==> config.mk <==
export PLATFORM = sky130hd
export DESIGN_NAME = multi_channel_load_cell_adc_reader_unit
export DESIGN_NICKNAME = d
export VERILOG_FILES = /design/src/rtl/lcadc_pkg.sv /design/src/rtl/lcadc_ctrl.sv /design/src/rtl/lcadc_dp.sv /design/src/rtl/multi_channel_load_cell_adc_reader_unit.sv
export SDC_FILE = /design/constraint.sdc
export NUM_CORES = 1
export LEC_CHECK = 0
export ABC_CLOCK_PERIOD_IN_PS = 11550
export BUFFER_PORTS_ARGS = -buffer_cell sky130_fd_sc_hd__buf_4
export CORE_ASPECT_RATIO = 1.75
export CORE_MARGIN = 2
export CORE_UTILIZATION = 40
export DETAILED_ROUTE_END_ITERATION = 10
export HOLD_SLACK_MARGIN = 0.03
export PLACE_DENSITY_LB_ADDON = 0.08
export SETUP_SLACK_MARGIN = 0.5
export SYNTH_ARGS = -nofsm -noshare
export SYNTH_HDL_FRONTEND = slang
export SYNTH_SLANG_ARGS = --single-unit
==> constraint.sdc <==
create_clock -name i_clk -period 11.55 [get_ports i_clk]
set_input_delay 0.5775 -clock i_clk [delete_from_list [all_inputs] [get_ports i_clk]]
set_output_delay 0.5775 -clock i_clk [all_outputs]
set_load 0.02 [all_outputs]
==> src/rtl/lcadc_pkg.sv <==
// shared types, constants and helper functions for the load cell adc reader
// no dependencies; imported by lcadc_ctrl, lcadc_dp and the top level
`timescale 1ns / 1ps
`default_nettype none

package lcadc_pkg;

    localparam int MAX_CHANNELS = 8;
    localparam int DATA_BITS    = 24;
    localparam int CH_W         = 3;
    localparam int CNT_W        = 4;
    localparam int BIT_CNT_W    = 5;
    localparam int WEIGHT_W     = DATA_BITS + 1;
    localparam int TOL_W        = 16;
    localparam int SAMP_W       = 8;
    localparam int GAIN_W       = 2;
    localparam int REQ_W        = 2;
    localparam int CFG_ADDR_W   = 2;
    localparam int CFG_DATA_W   = 16;
    localparam int IN_TDATA_W   = 8;
    localparam int OUT_TDATA_W  = 32;

    // request kinds
    localparam logic [REQ_W-1:0] REQ_TICK  = 2'd0;
    localparam logic [REQ_W-1:0] REQ_TARE  = 2'd1;
    localparam logic [REQ_W-1:0] REQ_PDOWN = 2'd2;
    localparam logic [REQ_W-1:0] REQ_PUP   = 2'd3;

    // register indexes
    localparam logic [CFG_ADDR_W-1:0] CFG_CHANNEL_COUNT  = 2'd0;
    localparam logic [CFG_ADDR_W-1:0] CFG_GAIN_CODE      = 2'd1;
    localparam logic [CFG_ADDR_W-1:0] CFG_TARE_SAMPLES   = 2'd2;
    localparam logic [CFG_ADDR_W-1:0] CFG_TARE_TOLERANCE = 2'd3;

    // gain codes
    localparam logic [GAIN_W-1:0] GAIN_128     = 2'd0;
    localparam logic [GAIN_W-1:0] GAIN_64      = 2'd1;
    localparam logic [GAIN_W-1:0] GAIN_32      = 2'd2;
    localparam logic [GAIN_W-1:0] GAIN_INVALID = 2'd3;

    localparam logic [DATA_BITS-1:0] BOUND_TOP = {1'b0, {(DATA_BITS-1){1'b1}}};
    localparam logic [DATA_BITS-1:0] BOUND_BOT = {1'b1, {(DATA_BITS-1){1'b0}}};

    typedef struct packed {
        logic                    shift;
        logic [MAX_CHANNELS-1:0] lane_en;
        logic                    clear_bounds;
        logic                    clear_fail;
        logic                    scan;
        logic                    upd_bounds;
        logic                    idle_load;
        logic                    emit_load;
        logic                    wr_offset;
        logic [CH_W-1:0]         idx;
        logic                    sck;
        logic                    tare_done;
        logic                    tare_ok;
        logic                    last;
        logic [TOL_W-1:0]        tol;
    } t_dp_cmd;

    typedef struct packed {
        logic out_free;
        logic spread_fail;
    } t_dp_stat;

    function automatic logic [CNT_W-1:0] f_active_count(input logic [CNT_W-1:0] cnt);
        logic [CNT_W-1:0] n;
        n = cnt;
        if (n == '0) n = CNT_W'(1);
        if (n > CNT_W'(MAX_CHANNELS)) n = CNT_W'(MAX_CHANNELS);
        return n;
    endfunction

    function automatic logic [MAX_CHANNELS-1:0] f_lane_mask(input logic [CNT_W-1:0] n);
        logic [MAX_CHANNELS-1:0] m;
        for (int k = 0; k < MAX_CHANNELS; k++) begin
            m[k] = (CNT_W'(k) < n);
        end
        return m;
    endfunction

endpackage

`default_nettype wire

==> src/rtl/lcadc_ctrl.sv <==
// controller: configuration registers, serial clock sequencer, tare bookkeeping
// and the scan / emit pass sequencing; uses lcadc_pkg
`timescale 1ns / 1ps
`default_nettype none

module lcadc_ctrl import lcadc_pkg::*; (
    input  wire logic                    i_clk,
    input  wire logic                    i_rst_n,
    input  wire logic                    i_cfg_we,
    input  wire logic [CFG_ADDR_W-1:0]   i_cfg_addr,
    input  wire logic [CFG_DATA_W-1:0]   i_cfg_data,
    input  wire logic                    i_s_tvalid,
    output logic                         o_s_tready,
    input  wire logic [REQ_W-1:0]        i_req,
    input  wire logic [MAX_CHANNELS-1:0] i_lines,
    input  wire t_dp_stat                i_stat,
    output t_dp_cmd                      o_cmd
);

    localparam logic [2:0] PH_IDLE      = 3'd0;
    localparam logic [2:0] PH_DATA_HIGH = 3'd1;
    localparam logic [2:0] PH_DATA_LOW  = 3'd2;
    localparam logic [2:0] PH_GAIN_HIGH = 3'd3;
    localparam logic [2:0] PH_GAIN_LOW  = 3'd4;

    localparam logic [1:0] ST_TICK = 2'd0;
    localparam logic [1:0] ST_SCAN = 2'd1;
    localparam logic [1:0] ST_EMIT = 2'd2;

    logic [CNT_W-1:0]     r_cfg_cnt;
    logic [GAIN_W-1:0]    r_cfg_gain;
    logic [SAMP_W-1:0]    r_cfg_samples;
    logic [TOL_W-1:0]     r_cfg_tol;

    logic [1:0]           r_state, n_state;
    logic [2:0]           r_phase, n_phase;
    logic                 r_clk_lvl, n_clk_lvl;
    logic [BIT_CNT_W-1:0] r_bit_cnt, n_bit_cnt;
    logic [1:0]           r_pulse_cnt, n_pulse_cnt;
    logic                 r_pd, n_pd;
    logic [SAMP_W-1:0]    r_tare_rem, n_tare_rem;
    logic                 r_tare_act, n_tare_act;
    logic                 r_done, n_done;
    logic                 r_upd, n_upd;
    logic [CH_W-1:0]      r_idx, n_idx;

    logic [2:0]           tk_phase;
    logic                 tk_clk;
    logic [BIT_CNT_W-1:0] tk_bit;
    logic [1:0]           tk_pulse;
    logic                 tk_pd;
    logic                 tk_shift;
    logic                 tk_fin;

    logic                 accept;
    logic [CNT_W-1:0]     n_active;
    logic [MAX_CHANNELS-1:0] lane_mask;
    logic [CH_W-1:0]      last_idx;
    logic [1:0]           pulses;
    logic [SAMP_W-1:0]    samples_eff;
    logic                 act_eff;
    logic [SAMP_W-1:0]    rem_eff;
    logic [SAMP_W-1:0]    rem_dec;
    logic                 tk_done;
    logic                 tare_ok;

    assign n_active    = f_active_count(r_cfg_cnt);
    assign lane_mask   = f_lane_mask(n_active);
    assign last_idx    = CH_W'(n_active - CNT_W'(1));
    assign pulses      = (r_cfg_gain == GAIN_64) ? 2'd3 : (r_cfg_gain == GAIN_32) ? 2'd2 : 2'd1;
    assign samples_eff = (r_cfg_samples == '0) ? SAMP_W'(1) : r_cfg_samples;
    assign o_s_tready  = (r_state == ST_TICK) && i_stat.out_free;
    assign accept      = i_s_tvalid && o_s_tready;

    // configuration writes
    always_ff @(posedge i_clk) begin
        if (!i_rst_n) begin
            r_cfg_cnt     <= CNT_W'(1);
            r_cfg_gain    <= GAIN_128;
            r_cfg_samples <= SAMP_W'(10);
            r_cfg_tol     <= '0;
        end else if (i_cfg_we) begin
            case (i_cfg_addr)
                CFG_CHANNEL_COUNT:  r_cfg_cnt <= i_cfg_data[CNT_W-1:0];
                CFG_GAIN_CODE: begin
                    if (i_cfg_data[GAIN_W-1:0] != GAIN_INVALID) begin
                        r_cfg_gain <= i_cfg_data[GAIN_W-1:0];
                    end
                end
                CFG_TARE_SAMPLES:   r_cfg_samples <= i_cfg_data[SAMP_W-1:0];
                CFG_TARE_TOLERANCE: r_cfg_tol <= i_cfg_data[TOL_W-1:0];
                default: ;
            endcase
        end
    end

    // one tick of the serial clock sequencer
    always_comb begin
        tk_phase = r_phase;
        tk_clk   = r_clk_lvl;
        tk_bit   = r_bit_cnt;
        tk_pulse = r_pulse_cnt;
        tk_pd    = r_pd;
        tk_shift = 1'b0;
        tk_fin   = 1'b0;
        if (i_req == REQ_PDOWN) begin
            tk_pd    = 1'b1;
            tk_phase = PH_IDLE;
            tk_bit   = '0;
            tk_pulse = '0;
            tk_clk   = 1'b1;
        end else if (r_pd) begin
            if (i_req == REQ_PUP) begin
                tk_pd    = 1'b0;
                tk_clk   = 1'b0;
                tk_phase = PH_IDLE;
                tk_bit   = '0;
                tk_pulse = '0;
            end else begin
                tk_clk = 1'b1;
            end
        end else begin
            case (r_phase)
                PH_DATA_HIGH: begin
                    tk_shift = 1'b1;
                    tk_bit   = r_bit_cnt + BIT_CNT_W'(1);
                    tk_clk   = 1'b0;
                    if (tk_bit >= BIT_CNT_W'(DATA_BITS)) begin
                        tk_pulse = '0;
                        tk_phase = PH_GAIN_LOW;
                    end else begin
                        tk_phase = PH_DATA_LOW;
                    end
                end
                PH_DATA_LOW: begin
                    tk_clk   = 1'b1;
                    tk_phase = PH_DATA_HIGH;
                end
                PH_GAIN_HIGH: begin
                    tk_clk   = 1'b0;
                    tk_pulse = r_pulse_cnt + 2'd1;
                    if (tk_pulse >= pulses) begin
                        tk_fin   = 1'b1;
                        tk_phase = PH_IDLE;
                        tk_bit   = '0;
                        tk_pulse = '0;
                    end else begin
                        tk_phase = PH_GAIN_LOW;
                    end
                end
                PH_GAIN_LOW: begin
                    tk_clk   = 1'b1;
                    tk_phase = PH_GAIN_HIGH;
                end
                default: begin
                    tk_clk   = 1'b0;
                    tk_phase = PH_IDLE;
                    if ((i_lines & lane_mask) == '0) begin
                        tk_clk   = 1'b1;
                        tk_bit   = '0;
                        tk_phase = PH_DATA_HIGH;
                    end
                end
            endcase
        end
    end

    // tare counting for this tick
    assign act_eff = (i_req == REQ_TARE) ? 1'b1 : r_tare_act;
    assign rem_eff = (i_req == REQ_TARE) ? samples_eff : r_tare_rem;
    assign rem_dec = (rem_eff != '0) ? rem_eff - SAMP_W'(1) : '0;
    assign tk_done = tk_fin && act_eff && (rem_dec == '0);
    assign tare_ok = r_done && !((r_cfg_tol != '0) && (r_cfg_samples > SAMP_W'(1))
                     && i_stat.spread_fail);

    always_comb begin
        n_state     = r_state;
        n_phase     = r_phase;
        n_clk_lvl   = r_clk_lvl;
        n_bit_cnt   = r_bit_cnt;
        n_pulse_cnt = r_pulse_cnt;
        n_pd        = r_pd;
        n_tare_rem  = r_tare_rem;
        n_tare_act  = r_tare_act;
        n_done      = r_done;
        n_upd       = r_upd;
        n_idx       = r_idx;

        o_cmd              = '0;
        o_cmd.lane_en      = lane_mask;
        o_cmd.idx          = r_idx;
        o_cmd.tol          = r_cfg_tol;
        o_cmd.upd_bounds   = r_upd;
        o_cmd.sck          = r_clk_lvl;
        o_cmd.last         = 1'b1;

        case (r_state)
            ST_TICK: begin
                o_cmd.sck = tk_clk;
                if (accept) begin
                    n_phase     = tk_phase;
                    n_clk_lvl   = tk_clk;
                    n_bit_cnt   = tk_bit;
                    n_pulse_cnt = tk_pulse;
                    n_pd        = tk_pd;
                    o_cmd.shift        = tk_shift;
                    o_cmd.clear_bounds = (i_req == REQ_TARE);
                    if (tk_fin) begin
                        n_upd            = act_eff;
                        n_done           = tk_done;
                        n_tare_act       = act_eff && !tk_done;
                        n_tare_rem       = act_eff ? rem_dec : rem_eff;
                        n_idx            = '0;
                        n_state          = ST_SCAN;
                        o_cmd.clear_fail = 1'b1;
                    end else begin
                        n_tare_act      = act_eff;
                        n_tare_rem      = rem_eff;
                        o_cmd.idle_load = 1'b1;
                    end
                end
            end
            ST_SCAN: begin
                o_cmd.scan = 1'b1;
                if (r_idx == last_idx) begin
                    n_idx   = '0;
                    n_state = ST_EMIT;
                end else begin
                    n_idx = r_idx + CH_W'(1);
                end
            end
            ST_EMIT: begin
                o_cmd.tare_done = r_done;
                o_cmd.tare_ok   = tare_ok;
                o_cmd.last      = (r_idx == last_idx);
                if (i_stat.out_free) begin
                    o_cmd.emit_load = 1'b1;
                    o_cmd.wr_offset = tare_ok;
                    if (r_idx == last_idx) begin
                        n_idx   = '0;
                        n_state = ST_TICK;
                    end else begin
                        n_idx = r_idx + CH_W'(1);
                    end
                end
            end
            default: begin
                n_state = ST_TICK;
            end
        endcase
    end

    always_ff @(posedge i_clk) begin
        if (!i_rst_n) begin
            r_state     <= ST_TICK;
            r_phase     <= PH_IDLE;
            r_clk_lvl   <= 1'b0;
            r_bit_cnt   <= '0;
            r_pulse_cnt <= '0;
            r_pd        <= 1'b0;
            r_tare_rem  <= '0;
            r_tare_act  <= 1'b0;
            r_done      <= 1'b0;
            r_upd       <= 1'b0;
            r_idx       <= '0;
        end else begin
            r_state     <= n_state;
            r_phase     <= n_phase;
            r_clk_lvl   <= n_clk_lvl;
            r_bit_cnt   <= n_bit_cnt;
            r_pulse_cnt <= n_pulse_cnt;
            r_pd        <= n_pd;
            r_tare_rem  <= n_tare_rem;
            r_tare_act  <= n_tare_act;
            r_done      <= n_done;
            r_upd       <= n_upd;
            r_idx       <= n_idx;
        end
    end

endmodule

`default_nettype wire

==> src/rtl/lcadc_dp.sv <==
// datapath: per-channel shift words, offsets, tare bounds, spread check and
// the output register; driven by lcadc_ctrl commands, uses lcadc_pkg
`timescale 1ns / 1ps
`default_nettype none

module lcadc_dp import lcadc_pkg::*; (
    input  wire logic                    i_clk,
    input  wire logic                    i_rst_n,
    input  wire logic [MAX_CHANNELS-1:0] i_lines,
    input  wire t_dp_cmd                 i_cmd,
    output t_dp_stat                     o_stat,
    input  wire logic                    i_m_tready,
    output logic                         o_valid,
    output logic                         o_sck,
    output logic                         o_sample_valid,
    output logic [CH_W-1:0]              o_channel,
    output logic [WEIGHT_W-1:0]          o_weight,
    output logic                         o_tare_done,
    output logic                         o_tare_ok,
    output logic                         o_last
);

    logic [DATA_BITS-1:0] r_shift [MAX_CHANNELS];
    logic [DATA_BITS-1:0] r_off   [MAX_CHANNELS];
    logic [DATA_BITS-1:0] r_min   [MAX_CHANNELS];
    logic [DATA_BITS-1:0] r_max   [MAX_CHANNELS];
    logic                 r_fail;
    logic                 r_valid;
    logic                 r_sck;
    logic                 r_sv;
    logic [CH_W-1:0]      r_ch;
    logic [WEIGHT_W-1:0]  r_w;
    logic                 r_done;
    logic                 r_ok;
    logic                 r_last;

    logic [DATA_BITS-1:0] raw;
    logic [DATA_BITS-1:0] off;
    logic [DATA_BITS-1:0] new_min;
    logic [DATA_BITS-1:0] new_max;
    logic [WEIGHT_W-1:0]  spread;
    logic [WEIGHT_W-1:0]  diff;
    logic                 over_tol;

    assign raw     = r_shift[i_cmd.idx];
    assign off     = r_off[i_cmd.idx];
    assign new_min = ($signed(raw) < $signed(r_min[i_cmd.idx])) ? raw : r_min[i_cmd.idx];
    assign new_max = ($signed(raw) > $signed(r_max[i_cmd.idx])) ? raw : r_max[i_cmd.idx];
    assign spread  = {new_max[DATA_BITS-1], new_max} - {new_min[DATA_BITS-1], new_min};
    assign over_tol = spread > WEIGHT_W'(i_cmd.tol);
    // offset and raw are both DATA_BITS signed, so the difference always fits
    assign diff    = {raw[DATA_BITS-1], raw} - {off[DATA_BITS-1], off};

    assign o_stat.out_free    = !r_valid || i_m_tready;
    assign o_stat.spread_fail = r_fail;

    // serial capture, msb first
    always_ff @(posedge i_clk) begin
        for (int k = 0; k < MAX_CHANNELS; k++) begin
            if (i_cmd.shift && i_cmd.lane_en[k]) begin
                r_shift[k] <= {r_shift[k][DATA_BITS-2:0], i_lines[k]};
            end
        end
    end

    always_ff @(posedge i_clk) begin
        if (!i_rst_n) begin
            for (int k = 0; k < MAX_CHANNELS; k++) begin
                r_off[k] <= '0;
                r_min[k] <= BOUND_TOP;
                r_max[k] <= BOUND_BOT;
            end
            r_fail <= 1'b0;
        end else begin
            if (i_cmd.clear_bounds) begin
                for (int k = 0; k < MAX_CHANNELS; k++) begin
                    r_min[k] <= BOUND_TOP;
                    r_max[k] <= BOUND_BOT;
                end
            end
            if (i_cmd.clear_fail) begin
                r_fail <= 1'b0;
            end
            if (i_cmd.scan && i_cmd.upd_bounds) begin
                r_min[i_cmd.idx] <= new_min;
                r_max[i_cmd.idx] <= new_max;
                r_fail           <= r_fail | over_tol;
            end
            if (i_cmd.emit_load && i_cmd.wr_offset) begin
                r_off[i_cmd.idx] <= raw;
            end
        end
    end

    always_ff @(posedge i_clk) begin
        if (!i_rst_n) begin
            r_valid <= 1'b0;
        end else if (i_cmd.idle_load || i_cmd.emit_load) begin
            r_valid <= 1'b1;
        end else if (i_m_tready) begin
            r_valid <= 1'b0;
        end
    end

    always_ff @(posedge i_clk) begin
        if (i_cmd.idle_load) begin
            r_sck  <= i_cmd.sck;
            r_sv   <= 1'b0;
            r_ch   <= '0;
            r_w    <= '0;
            r_done <= 1'b0;
            r_ok   <= 1'b0;
            r_last <= 1'b1;
        end else if (i_cmd.emit_load) begin
            r_sck  <= i_cmd.sck;
            r_sv   <= 1'b1;
            r_ch   <= i_cmd.idx;
            r_w    <= diff;
            r_done <= i_cmd.tare_done;
            r_ok   <= i_cmd.tare_ok;
            r_last <= i_cmd.last;
        end
    end

    assign o_valid        = r_valid;
    assign o_sck          = r_sck;
    assign o_sample_valid = r_sv;
    assign o_channel      = r_ch;
    assign o_weight       = r_w;
    assign o_tare_done    = r_done;
    assign o_tare_ok      = r_ok;
    assign o_last         = r_last;

endmodule

`default_nettype wire

==> src/rtl/multi_channel_load_cell_adc_reader_unit.sv <==
// channel     | signals                      | payload
// ------------+------------------------------+---------------------------------------------
// tick in     | i_s_tvalid/o_s_tready        | tuser req_type, tdata dout_lines
// result out  | o_m_tvalid/i_m_tready        | tuser sample_valid, tlast last, tdata rest
// config      | i_cfg_we/i_cfg_addr          | i_cfg_data, no read-back
//
// a tick that ends no conversion yields one result
// a tick that ends a conversion yields one result per active channel:
// one channel a cycle through the tare bounds, then one channel a cycle out unless stalled
// synchronous reset clears all control state, no clearing pass
// a tick is taken only in a cycle where the output register is empty or its
// result leaves; a stalled output holds the readings pass and the input
// top level of the load cell adc reader; joins lcadc_ctrl and lcadc_dp, uses lcadc_pkg
`timescale 1ns / 1ps
`default_nettype none

module multi_channel_load_cell_adc_reader_unit import lcadc_pkg::*; (
    input  wire logic                   i_clk,
    input  wire logic                   i_rst_n,
    input  wire logic                   i_cfg_we,
    input  wire logic [CFG_ADDR_W-1:0]  i_cfg_addr,
    input  wire logic [CFG_DATA_W-1:0]  i_cfg_data,
    input  wire logic                   i_s_tvalid,
    output logic                        o_s_tready,
    input  wire logic [IN_TDATA_W-1:0]  i_s_tdata,   // [7:0] dout_lines
    input  wire logic [REQ_W-1:0]       i_s_tuser,   // [1:0] req_type
    output logic                        o_m_tvalid,
    input  wire logic                   i_m_tready,
    output logic [OUT_TDATA_W-1:0]      o_m_tdata,   // [0] sck_out, [3:1] channel,
                                                     // [28:4] weight_value, [29] tare_done,
                                                     // [30] tare_ok, [31] zero
    output logic                        o_m_tuser,   // [0] sample_valid
    output logic                        o_m_tlast
);

    t_dp_cmd             cmd;
    t_dp_stat            stat;
    logic                sck;
    logic [CH_W-1:0]     channel;
    logic [WEIGHT_W-1:0] weight;
    logic                tare_done;
    logic                tare_ok;

    lcadc_ctrl u_ctrl (
        .i_clk      (i_clk),
        .i_rst_n    (i_rst_n),
        .i_cfg_we   (i_cfg_we),
        .i_cfg_addr (i_cfg_addr),
        .i_cfg_data (i_cfg_data),
        .i_s_tvalid (i_s_tvalid),
        .o_s_tready (o_s_tready),
        .i_req      (i_s_tuser),
        .i_lines    (i_s_tdata[MAX_CHANNELS-1:0]),
        .i_stat     (stat),
        .o_cmd      (cmd)
    );

    lcadc_dp u_dp (
        .i_clk          (i_clk),
        .i_rst_n        (i_rst_n),
        .i_lines        (i_s_tdata[MAX_CHANNELS-1:0]),
        .i_cmd          (cmd),
        .o_stat         (stat),
        .i_m_tready     (i_m_tready),
        .o_valid        (o_m_tvalid),
        .o_sck          (sck),
        .o_sample_valid (o_m_tuser),
        .o_channel      (channel),
        .o_weight       (weight),
        .o_tare_done    (tare_done),
        .o_tare_ok      (tare_ok),
        .o_last         (o_m_tlast)
    );

    assign o_m_tdata = {1'b0, tare_ok, tare_done, weight, channel, sck};

endmodule

`default_nettype wire

==> results.yml <==
status:
  outcome: "complete, no violations"
finish:
  multi_input_area_um2: 14580
  seq_area_um2: 25010
  fill_cells: 9159
  antenna_cells: 0
  final_cell_area_um2: 45520
  area_delta_synth_final_pct: 12.46
  drive_gt1_share_pct: 17.47
  final_net_count: 3278
  mostFrequentLayoutCells: "edfxtp_1 (769), nor2_1 (500), nand2_1 (362)"
  final_common_cell: "edfxtp_1"
drt:
  drtPass1Iterations: 5
  vias: 25890
  viasPerCell: 5.736
  drcViolationCount: 0
  wl_per_cell_um: 28.45
  dr.first_iter.drc_count: 1996
  routed_wl_um: 128400
  ant_nets: 0
sta:
  tightest_slew_ns: 1.239
  setup_viol: 0
  rsz0062_at_grt: "no"
  period_share_pct: 87.48
  skew_ns: 0.02816
  hold_viol_final: 0
  fin_crit_ns: 10.10
  finalHoldWorstSlack_ns: 0.07408
  fmax_ghz: 0.09897
  maxSlewViolCount: 0
  fin_tns_setup_ns: 0
  slew_headroom_pct: 17.23
logic_synthesis:
  synthCells: 3048
  synthXorXnorAreaFrac_pct: 0.8841
  synth_compound_area_share_pct: 5.156
  netlist_area_um2: 40480
  synth-main-ff-cell: "edfxtp_1"
  synthSimpleGateAreaFrac_pct: 11.21
  synth_edf_count: 769
  synth-async-reset-ratio_pct: 0
  ys_seq_elements: 864
  synth_top_family_by_area: "multiplexers"
  synth_nets: 3208
  synthAdderAreaFrac_pct: 3.991
  muxShareOfSynthArea_pct: 14.40
  ys_seq_area_share_pct: 61.75
  synth_cell_types: 78
  avgSynthCellArea_um2: 13.28
  yosysWarnings: 0
pwr:
  combPwrFrac_pct: 6.1
  vdd_ir_drop_max_v: 0.0001193
  clkPwrFrac_pct: 42.0
  seq_power_share_pct: 52.0
  power_density_nw_per_um2: 147.6
  p_sw_share_pct: 23.22
  p_leak_nw: 15.09
  p_switching_mw: 1.560
  total_power_mw: 6.719
  p_int_mw: 5.158
die:
  start_util_pct: 40.24
  dieHeight_um: 424.8
  rows: 154
  fp.coreArea_um2: 100600
  dieArea_um2: 103900
  fp.dieW_um: 244.5
  ioPinCount: 69
clock_tree:
  hold_buffers: 0
  clock_sinks: 864
  post-cts-setup-buffer-count: 0
  h-tree-depth: 3
  clockRootBuffer: "clkbuf_16"
  cts_tree: "done"
  cts_resized: 0
  worstSkewPairLatency_ns: 0.71
  clockBufferDepth: 3
  clk_pin_slew_worst_paths_ns: 0.06
  cts_buffers: 84
worst_setup_path:
  required_ns: 12.09
  critical_path_class: "reg2reg"
  crit_path_end_kind: "flop"
  crit_fanout: 47
  critical-path-max-stage-delay_ns: 0.85
  cp-start-kind: "flop"
  crit_arrival_ns: 10.64
  cpMaxStageDelayCell: "dfxtp_4"
placed_design:
  port_buffers: 67
  gp_congestion: 0.9143
  hpwl_um: 88260
  place_area_um2: 42770
grt:
  first_global_vias: 27030
  overflow: 0
  grt_max_degree: 76
  track_usage_pct: 24.84
  grt_pass1_wl_um: 186000
  grt_antenna_before_repair: 0
worst_hold_path:
  hold_path.class: "in2reg"
run:
  cap_violations: 0
## per-layer routing
metal | vias up | track usage [%] | share of wire [%]
li1 | 11430 | - | -
met1 | 13560 | 28.25 | 38
met2 | 709 | 46.38 | 54
met3 | 195 | 2.484 | 3.6
met4 | 0 | 11.82 | 4.8
met5 | - | 0 | 0
## kinds of logic after synthesis
logic type,Yosys count
adders and majority gates,128
muxes,336
other,1
xor gates and xnor gates,40
AOI/OAI and AO/OA,332
DFF,864
and+or+nand+nor,1083
buffers and inverters,264
## registers in the layout, summed over array words and instances, names as in the netlist, 2 cells and up, named ones only
signal	count
u_ctrl.r_cfg_samples	8
u_dp.r_max	192
u_ctrl.r_pulse_cnt	2
u_ctrl.r_state	2
u_dp.o_weight	25
u_ctrl.r_bit_cnt	5
u_dp.r_shift	192
u_ctrl.r_cfg_gain	2
u_ctrl.r_tare_rem	8
u_ctrl.r_cfg_tol	16
u_dp.r_min	192
u_ctrl.r_idx	3
u_dp.o_channel	3
u_dp.r_off	192
u_ctrl.r_phase	3
u_ctrl.r_cfg_cnt	4
## power groups by stage
stage	Combinational, mW	Sequential (mW)	Clock [mW]
6_report	0.407	3.49	2.82
5_1_grt	0.437	3.50	2.97
4_1_cts	0.409	3.49	2.87
3_5_place_dp	0.408	3.56	0
3_3_place_gp	0.404	3.55	0
2_1_floorplan	0.252	3.55	0
## worst max-delay path, delay by kind of cell, from the launching register on
kind	cells	cell delay, ns
flops	1	0.85
fa+ha+maj	4	1.17
xor+xnor	1	0.11
mux	3	1.54
compound gates	12	3.39
simple gates	6	1.89
buf+inv	3	0.86
## final cells by class
| class | instances | area share [%] |
|---|---|---|
| Inverter | 101 | 0.8328 |
| Multi-Input combinational cell | 1920 | 32.02 |
| Sequential cell | 864 | 54.93 |
| Tap cell | 1326 | 3.645 |
| Clock buffer | 110 | 4.923 |
| Timing Repair Buffer | 147 | 2.534 |
| Clock inverter | 46 | 1.110 |
## final timing paths
check / startpoint / endpoint / slack (ns) / depth (start not counted)
worst max-delay path: flop / u_dp.r_fail / 1.45 / 29
worst max register to register: flop / u_dp.r_fail / 1.45 / 29
worst min-delay path: i_s_tdata[7] / u_dp.r_shift[7][0] / 0.07 / 1
worst min register to register: u_dp.r_shift[3][3] / u_dp.r_shift[3][4] / 0.44 / 0
## Yosys cell counts (10+ instances only)
| cell type | instances | share of area, % |
|---|---|---|
| buf_1 | 30 | 0.28 |
| mux2_2 | 28 | 0.78 |
| mux4_2 | 194 | 11 |
| and3_1 | 14 | 0.22 |
| nand2b_1 | 18 | 0.28 |
| a211oi_1 | 10 | 0.19 |
| a21oi_1 | 124 | 1.5 |
| nor2_1 | 512 | 4.7 |
| edfxtp_1 | 769 | 57 |
| nand2_1 | 383 | 3.6 |
| o21a_1 | 10 | 0.19 |
| buf_2 | 13 | 0.16 |
| xor2_1 | 18 | 0.39 |
| clkbuf_1 | 109 | 1.0 |
| nor2b_1 | 14 | 0.22 |
| inv_1 | 100 | 0.93 |
| mux2i_1 | 113 | 2.8 |
| dfxtp_1 | 95 | 4.7 |
| nor3_1 | 25 | 0.31 |
| o21ai_1 | 24 | 0.30 |
| a21o_1 | 28 | 0.52 |
| o21ai_0 | 53 | 0.66 |
| xnor2_1 | 21 | 0.45 |
| nand3_1 | 39 | 0.48 |
| ha_1 | 125 | 3.9 |
| nand4_1 | 17 | 0.26 |
## stage by stage
step / setup WS [ns] / instances / util (%)
finish: 1.446 / 4514 / 45.26
global route: 0.5940 / 4514 / 45.26
CTS: 1.366 / 4514 / 45.26
detailed placement: 1.426 / 4358 / 42.53
global placement: 1.544 / 4358 / 42.53
floorplan: 2.492 / 3048 / -
Note: power is estimated with default switching activity, not from simulation.
